File: src/rtl/core/arr_pkg.sv
// shared constants for the aspect ratio reducer
`timescale 1ns / 1ps

package arr_pkg;

	// default operand width
	localparam int unsigned VALUE_WIDTH_DEF = 32;

endpackage

File: src/rtl/core/aspect_ratio_reducer.sv
// aspect ratio reducer: binary gcd and two restoring divisions on one shared subtractor
// phases: binary gcd, shifting back the k shared factors of two, a restoring division of
//   each input by the gcd, then the output step; two zero inputs go straight to the output step
// input: in_stall holds off a new transaction until the sequencer is back in idle, also
//   during output stalls; a finished result waits in the output register while the next one runs
// reset: arst_n clears the sequencer and output valid; payload registers are not reset
`timescale 1ns / 1ps

module aspect_ratio_reducer #(
	parameter int unsigned VALUE_WIDTH = arr_pkg::VALUE_WIDTH_DEF
) (
	input  logic                   clk,
	input  logic                   arst_n,
	input  logic                   in_valid,
	output logic                   in_stall,
	input  logic [VALUE_WIDTH-1:0] first_value,
	input  logic [VALUE_WIDTH-1:0] second_value,
	output logic                   out_valid,
	input  logic                   out_stall,
	output logic [VALUE_WIDTH-1:0] ratio_first,
	output logic [VALUE_WIDTH-1:0] ratio_second,
	output logic [VALUE_WIDTH-1:0] common_divisor,
	output logic                   both_zero
);

	localparam int unsigned W     = VALUE_WIDTH;
	localparam int unsigned CNT_W = $clog2(VALUE_WIDTH);
	localparam logic [CNT_W-1:0] CNT_LAST = CNT_W'(VALUE_WIDTH - 1);

	// sequencer codes
	localparam logic [2:0] ST_IDLE = 3'd0;
	localparam logic [2:0] ST_GCD  = 3'd1;
	localparam logic [2:0] ST_SHL  = 3'd2;
	localparam logic [2:0] ST_DIV1 = 3'd3;
	localparam logic [2:0] ST_DIV2 = 3'd4;
	localparam logic [2:0] ST_FIN  = 3'd5;

	logic [2:0]       state_q;
	logic [W-1:0]     a_q;
	logic [W-1:0]     b_q;
	logic [W-1:0]     x_q;
	logic [W-1:0]     y_q;
	logic [W-1:0]     g_q;
	logic [W-1:0]     rf_q;
	logic [CNT_W-1:0] k_q;
	logic [CNT_W-1:0] cnt_q;
	logic             zero_q;

	logic             out_valid_q;
	logic [W-1:0]     ratio_first_q;
	logic [W-1:0]     ratio_second_q;
	logic [W-1:0]     common_divisor_q;
	logic             both_zero_q;

	logic [W:0]       sub_a;
	logic [W:0]       sub_b;
	logic [W:0]       diff;
	logic             borrow;
	logic [W-1:0]     quo_next;
	logic [W-1:0]     rem_next;
	logic             in_accept;
	logic             out_take;
	logic             out_free;
	logic             is_div;

	assign in_stall  = (state_q != ST_IDLE);
	assign in_accept = in_valid && !in_stall;
	assign out_take  = out_valid_q && !out_stall;
	assign out_free  = !out_valid_q || !out_stall;
	assign is_div    = (state_q == ST_DIV1) || (state_q == ST_DIV2);

	// shared subtractor: compare/subtract for gcd, trial subtract for division
	always_comb begin
		if (is_div) begin
			sub_a = {x_q, y_q[W-1]};
			sub_b = {1'b0, g_q};
		end else begin
			sub_a = {1'b0, x_q};
			sub_b = {1'b0, y_q};
		end
		diff   = sub_a - sub_b;
		borrow = diff[W];
	end

	// one restoring division step
	always_comb begin
		quo_next = {y_q[W-2:0], !borrow};
		rem_next = borrow ? sub_a[W-1:0] : diff[W-1:0];
	end

	// sequencer and datapath
	always_ff @(posedge clk or negedge arst_n) begin
		if (!arst_n) begin
			state_q <= ST_IDLE;
		end else begin
			unique case (state_q)
				ST_IDLE: begin
					if (in_accept) begin
						state_q <= ST_GCD;
					end
				end
				ST_GCD: begin
					if ((x_q == '0) || (y_q == '0)) begin
						state_q <= ((x_q | y_q) == '0) ? ST_FIN : ST_SHL;
					end
				end
				ST_SHL: begin
					if (k_q == '0) begin
						state_q <= ST_DIV1;
					end
				end
				ST_DIV1: begin
					if (cnt_q == CNT_LAST) begin
						state_q <= ST_DIV2;
					end
				end
				ST_DIV2: begin
					if (cnt_q == CNT_LAST) begin
						state_q <= ST_FIN;
					end
				end
				ST_FIN: begin
					if (out_free) begin
						state_q <= ST_IDLE;
					end
				end
				default: begin
					state_q <= ST_IDLE;
				end
			endcase
		end
	end

	// working registers
	always_ff @(posedge clk) begin
		unique case (state_q)
			ST_IDLE: begin
				if (in_accept) begin
					a_q <= first_value;
					b_q <= second_value;
					x_q <= first_value;
					y_q <= second_value;
					k_q <= '0;
				end
			end
			ST_GCD: begin
				priority if ((x_q == '0) || (y_q == '0)) begin
					g_q    <= x_q | y_q;
					zero_q <= ((x_q | y_q) == '0);
					rf_q   <= '0;
					y_q    <= '0;
				end else if (!x_q[0] && !y_q[0]) begin
					x_q <= x_q >> 1;
					y_q <= y_q >> 1;
					k_q <= k_q + CNT_W'(1);
				end else if (!x_q[0]) begin
					x_q <= x_q >> 1;
				end else if (!y_q[0]) begin
					y_q <= y_q >> 1;
				end else if (borrow) begin
					x_q <= y_q;
					y_q <= x_q;
				end else begin
					x_q <= diff[W:1];
				end
			end
			ST_SHL: begin
				if (k_q == '0) begin
					x_q   <= '0;
					y_q   <= a_q;
					cnt_q <= '0;
				end else begin
					g_q <= g_q << 1;
					k_q <= k_q - CNT_W'(1);
				end
			end
			ST_DIV1: begin
				if (cnt_q == CNT_LAST) begin
					rf_q  <= quo_next;
					x_q   <= '0;
					y_q   <= b_q;
					cnt_q <= '0;
				end else begin
					x_q   <= rem_next;
					y_q   <= quo_next;
					cnt_q <= cnt_q + CNT_W'(1);
				end
			end
			ST_DIV2: begin
				x_q   <= rem_next;
				y_q   <= quo_next;
				cnt_q <= cnt_q + CNT_W'(1);
			end
			ST_FIN: begin
			end
			default: begin
			end
		endcase
	end

	// output register control
	always_ff @(posedge clk or negedge arst_n) begin
		if (!arst_n) begin
			out_valid_q <= 1'b0;
		end else if ((state_q == ST_FIN) && out_free) begin
			out_valid_q <= 1'b1;
		end else if (out_take) begin
			out_valid_q <= 1'b0;
		end
	end

	// output register payload
	always_ff @(posedge clk) begin
		if ((state_q == ST_FIN) && out_free) begin
			ratio_first_q    <= rf_q;
			ratio_second_q   <= y_q;
			common_divisor_q <= g_q;
			both_zero_q      <= zero_q;
		end
	end

	assign out_valid      = out_valid_q;
	assign ratio_first    = ratio_first_q;
	assign ratio_second   = ratio_second_q;
	assign common_divisor = common_divisor_q;
	assign both_zero      = both_zero_q;

	// checks
	a_zero_result: assert property (@(posedge clk) disable iff (!arst_n)
		out_valid && both_zero |->
			(common_divisor == '0) && (ratio_first == '0) && (ratio_second == '0))
		else $error("both-zero result carries nonzero fields");

	a_divisor_nonzero: assert property (@(posedge clk) disable iff (!arst_n)
		out_valid && !both_zero |-> (common_divisor != '0))
		else $error("zero divisor on a regular result");

	a_div_operand: assert property (@(posedge clk) disable iff (!arst_n)
		is_div |-> (g_q != '0))
		else $error("division started with a zero divisor");

	a_start: assert property (@(posedge clk) disable iff (!arst_n)
		in_accept |=> (state_q == ST_GCD))
		else $error("accepted transaction did not start the gcd phase");

endmodule
File: config.mk
export PLATFORM = sky130hd
export DESIGN_NAME = aspect_ratio_reducer
export DESIGN_NICKNAME = d
export VERILOG_FILES = /design/src/rtl/core/arr_pkg.sv /design/src/rtl/core/aspect_ratio_reducer.sv
export SDC_FILE = /design/constraint.sdc
export NUM_CORES = 1
export LEC_CHECK = 0
export ABC_CLOCK_PERIOD_IN_PS = 12200
export BUFFER_PORTS_ARGS = -buffer_cell sky130_fd_sc_hd__buf_2
export CELL_PAD_IN_SITES_DETAIL_PLACEMENT = 1
export CELL_PAD_IN_SITES_GLOBAL_PLACEMENT = 1
export CORE_UTILIZATION = 40
export DETAILED_ROUTE_END_ITERATION = 16
export PLACE_DENSITY = 0.74
export SYNTH_ARGS = -nofsm -noshare
export SYNTH_HDL_FRONTEND = slang
export SYNTH_SLANG_ARGS = --single-unit
File: constraint.sdc
create_clock -name clk -period 12.2 [get_ports clk]
set_input_delay 1.22 -clock clk [delete_from_list [all_inputs] [get_ports clk]]
set_output_delay 1.22 -clock clk [all_outputs]
set_load 0.01 [all_outputs]
---- After elaboration in Yosys (flattened, before gate mapping) ----
Cells that the tools add are included.
cells by class
  multipliers ............................. 0
  bitwise operators ....................... 1
  div/mod/pow operators ................... 0
  reductions and logical operators ........ 36
  mux-type cells .......................... 45
  add/sub/neg operators ................... 4
  equality and inequality tests ........... 18
  magnitude comparators ................... 0
  shifts and indexed selects .............. 0
operators with widths
  cell                   number
  $mux W32               22
  $pmux W32 S5           2
  $pmux W32 S2           2
  $logic_not A32 Y1      3
  $mux W33               1
  $sub A33 B33 Y33       1
  $or A32 B32 Y32        1
  $mux W5                6
  $pmux W5 S3            2
  $mux W3                7
  $pmux W3 S6            1
  $reduce_and A5 Y1      3
  $ne A2 B2 Y1 const B   7
  $add A5 B1 Y5 const B  2
  $reduce_bool A3 Y1     3
  $ne A4 B4 Y1 const B   2
  $reduce_and A4 Y1      2
  $eq A3 B2 Y1 const B   2
  $eq A3 B3 Y1 const B   2
  $logic_not A1 Y1       6
  $reduce_and A2 Y1      3
  $reduce_and A3 Y1      2
  $reduce_and A6 Y1      1
  $reduce_bool A2 Y1     3
  11 further kinds       18
word-level totals
  input bits .............................. 68
  output and inout bits ................... 99
  register bits after elaboration ......... 304
  memories kept ........................... 0
  bits in read-only memories .............. 0
  bits in latches ......................... 0
  RAM bits ................................ 0

---- Longest topological paths before layout ----
  word-level depth ........................ 10
  mapped depth ............................ 24
  depth with buffers taken out ............ 18

---- Worst setup path before layout ----
No wires, ideal clock.
  path kind ............................... register -> register
  start point ............................. register state_q[0]
  end point ............................... register y_q[10], enable pin
  arrival ................................. 7.084 ns
  period minus slack after synthesis ...... 7.561 ns
  data required time ...................... 11.724 ns
  stages on the path, launching flop included .. 22
  path slack .............................. 4.639 ns
  setup time .............................. 0.476 ns
  buffers on the path ..................... 8
  cells stage by stage .................... dfrtp_1 buf_4 nor2b_1 and2_1 nor2_1 clkbuf_1 clkbuf_1 clkbuf_1 buf_2 mux2i_1 ha_1 clkbuf_1 a21o_1 a21o_1 a311oi_1 o2bb2ai_1 a31oi_4 o21bai_4 xnor2_1 buf_6 buf_2 a311oi_1
between the ends
  cells in the longest elaborated chain, start to end .. 6
  elaborated cells between the ends (all ways) .. 18
  those cells by class .................... add/sub: 1; eq/ne: 8; mux: 2; reduce/logical: 7
RTL lines
  what                                          RTL line                                                 text
  from (decl)                                   aspect_ratio_reducer.sv:38                               logic [2:0] state_q;
  from (signal assigned)                        aspect_ratio_reducer.sv:104                              state_q <= ((x_q | y_q) == '0) ? ST_FIN : ST_SHL;
  $eq A3 B2 Y1 or $eq A3 B3 Y1 (tied branches)  aspect_ratio_reducer.sv:70, aspect_ratio_reducer.sv:136
  $logic_or A1 B1 Y1                            aspect_ratio_reducer.sv:70                               assign is_div = (state_q == ST_DIV1) || (state_q == ST_DIV2);
  $mux W33 or $mux W32 (tied branches)          aspect_ratio_reducer.sv:74                               if (is_div) begin
  $sub A33 B33 Y33                              aspect_ratio_reducer.sv:81                               diff = sub_a - sub_b;
  $ne A5 B5 Y1 (no line)                        --
  $reduce_and A5 Y1 (no line) (*)               --
  to (signal assigned)                          aspect_ratio_reducer.sv:142                              y_q <= second_value;
  to (signal assigned)                          aspect_ratio_reducer.sv:154                              y_q <= y_q >> 1;
  to (signal assigned)                          aspect_ratio_reducer.sv:159                              y_q <= y_q >> 1;
  to (decl)                                     aspect_ratio_reducer.sv:42                               logic [W-1:0] y_q;
Mark *: on every way between the ends. The rest lies on a longest branch, timed or not.
A chain may end at the register's enable or synchronous reset.

---- Worst setup path in the final report ----
  start point ............................. register state_q[0]
  end point ............................... register y_q[2], enable pin
Same word-level chain as after synthesis.

==> run metrics <==
maximum number of pins on one net before global-route repair=67; cell depth of the worst min-delay path=0; Root Buffer Master=clkbuf_16; Starting Density=0.406; Top Ports=167; Skew-Pair Late Insertion Delay=540 ps; count of fill cells added during filler insertion=4170; final count of pins violating max slew=0; top cell type's share of synthesized area=0.572; final std cell area, no fill=0.0181 mm^2; data arrival time at the worst-slack endpoint=6660 ps; type of the worst setup path=register to register; kind of end point of the critical path=register; RSZ-0062 raised after global routing=no; peak fanout along the critical path=66; All-Layer GR Usage=0.241; Syn Area/Cell=11.8 um^2; num rows=72; final-report setup violation count=0; area growth from synthesis to layout=15.3%; critical path, cell by cell=nor2b_2 > and2_1 > nor2_4 > buf_4 > mux2i_1 > ha_1 > inv_1 > fa_1 > a21oi_1 > a211oi_1 > a31oi_1 > a21bo_4 > a31oi_4 > o21bai_4 > xnor2_2 > buf_4 > a311oi_4 > buf_4; Hold Crit Start=rf_q[26]$_SDFFCE_PN0P_; die width=200 um; TritonCTS Buffers=34; biggest cell delay along the critical path=970 ps; final net count=1571; HP Class=register to register; DRC viols=0; overall die area=0.0402 mm^2; clock-pin slew reported for the worst setup and hold paths after clock tree synthesis=60 ps; sequential element share of the synthesized area=0.578; count of mapped cells out of synthesis=1332; Num Clock Sinks=304; TritonCTS clock tree=yes; standard cell core area=0.0387 mm^2; Min-Delay Endpoint=ratio_first[26]$_DFFE_PP_; post_cts resized=0; post-CTS setup repair buffer count=0; worst clock skew=15.4 ps; count of cell types in the netlist=70; cell with the most instances on the worst path=buf_4; antenna violations before repair=0; worst path required time=12410 ps; CP Launch Type=register; max_slew headroom=0.215; beginning of the worst register-to-register path=state_q[0]$_DFFE_PN0P_; initial detailed-routing violation count=730; hold bufs inserted after CTS=0; post-synthesis instance area=0.0157 mm^2; total wirelength of the detailed-routed design=48.5 mm; CTS max path bufs=3; wire length of the first global-routing pass=75.0 mm; cell with the most instances after synthesis=edfxtp_1; largest area contributor in the netlist=edfxtp_1; Tcrit/Tclk final=0.528; die span in y=200 um; net count of the mapped netlist=1438; total of flip-flops plus latches after synthesis=304; vias in the first global route=12500; register-to-register setup slack=5750 ps; H-tree lvl count=2; result of the run=complete, no violations; standard cell area after detailed placement=0.0171 mm^2; proportion of layout cells with a drive suffix above 1=0.194; most instantiated cells after synthesis=edfxtp_1 (300), nand2_1 (131), o21ai_0 (120), a21oi_1 (100), clkbuf_1 (71); remaining antenna violation count=0; max-capacitance violation count=0; Synthesis Warnings=0; routed vias/inst=5.93; Fmax=155 MHz; post-route minimum period=6450 ps; number of cells on the worst reg-to-reg path=18; Detailed Routing Iterations Pass 1=7; share of flip-flops with an asynchronous set or reset after synthesis=0.0132; slew of the pin with the lowest slew margin=1170 ps; number of enable flip-flop cells after synthesis=300; count of input and output buffers=166; leftover overflow at the end of global routing=0; reg2reg end=y_q[2]$_DFFE_PP_; Via Count=11900; sum of negative setup slack=0 ps; final-report hold violation count=0; cell types with the largest area share after synthesis=edfxtp_1 (57%), mux2i_1 (4.1%), o21ai_0 (3.8%), a21oi_1 (3.2%), nand2_1 (3.1%); DP Wirelength=32.7 mm; commonest register cell after synthesis=edfxtp_1; routability congestion estimate from global placement=0.906; routed len/inst=24.2 um; slowest cell on the critical path=a311oi_4
-- area by class of cell --
| type | count | area (um^2) | area share |
|---|---|---|---|
| Sequential cell | 304 | 9110 | 0.502 |
| Multi-Input combinational cell | 919 | 6290 | 0.346 |
| Timing Repair Buffer | 186 | 981 | 0.0541 |
| Clock buffer | 42 | 945 | 0.0521 |
| Tap cell | 518 | 648 | 0.0357 |
| Clock inverter | 16 | 103 | 0.00565 |
| Inverter | 20 | 75.1 | 0.00414 |
| Antenna cell | 1 | 2.50 | 0.000138 |
-- sequential cells by signal, summed over array words and instances (netlist names) --
register,cells
state_q,3
y_q,32
k_q,5
b_q,32
zero_q,1
ratio_first,32
a_q,32
both_zero,1
common_divisor,32
rf_q,32
ratio_second,32
out_valid,1
g_q,32
x_q,32
cnt_q,5
-- kinds of logic after synthesis --
family | after synthesis | share of synthesized area
AO/OA/AOI/OAI | 430 | 0.181
AND/OR/NAND/NOR | 318 | 0.0966
flip-flops | 304 | 0.578
buffers and inverters | 109 | 0.0280
multiplexers | 94 | 0.0621
adder cells (fa/ha/maj) | 39 | 0.0318
XOR/XNOR | 38 | 0.0223
-- cell usage in the layout (no fill, tap or decap), types with 24 or more instances in the layout --
master / n
ha_1: 36
a21o_1: 24
mux2i_1: 65
and3_1: 36
o21a_1: 33
a221o_1: 31
o21ai_0: 120
buf_2: 166
edfxtp_1: 300
nand2_1: 130
a21oi_1: 99
xnor2_1: 25
nor2_1: 57
clkbuf_16: 37
mux2_2: 29
-- worst max-delay path by stage --
stage,startpoint,endpoint,slack (ps),depth (start not counted)
4_1_cts,state_q[0]$_DFFE_PN0P_,y_q[2]$_DFFE_PP_,5680,18
2_1_floorplan,state_q[0]$_DFFE_PN0P_,y_q[10]$_DFFE_PP_,4640,21
3_3_place_gp,state_q[0]$_DFFE_PN0P_,y_q[2]$_DFFE_PP_,5910,18
5_1_grt,state_q[0]$_DFFE_PN0P_,y_q[2]$_DFFE_PP_,5350,18
6_report,state_q[0]$_DFFE_PN0P_,y_q[2]$_DFFE_PP_,5750,18
3_5_place_dp,state_q[0]$_DFFE_PN0P_,y_q[3]$_DFFE_PP_,5690,18
-- metal layers --
layer | vias to the layer above | global-route usage | wire [um]
met5 | - | 0 | 0
met1 | 6092 | 0.327 | 21900
met3 | 65 | 0.0299 | 2030
met2 | 321 | 0.404 | 23600
met4 | 0 | 0.0744 | 969
li1 | 5415 | - | -
-- worst max-delay path: cells and delay by family (launching register included) --
kind	cells	cell delay, ps
compound gates	7	2180
buf+inv	4	1570
flops	1	570
simple gates	3	570
mux	1	330
xor+xnor	1	140
fa+ha+maj	2	670
-- metrics by stage --
stage	utilization	hold slack (ps)	instances	setup WS, ps
final	0.469	418	2006	5750
after global routing	0.468	425	2005	5350
after CTS	0.468	419	2005	5680
after detailed placement	0.441	406	1947	5690
after global placement	0.441	401	1947	5910
after floorplan	-	400	1332	4640
Power is not shown: default switching activity piles up to over one toggle a cycle in this logic, so the estimate is an artifact.
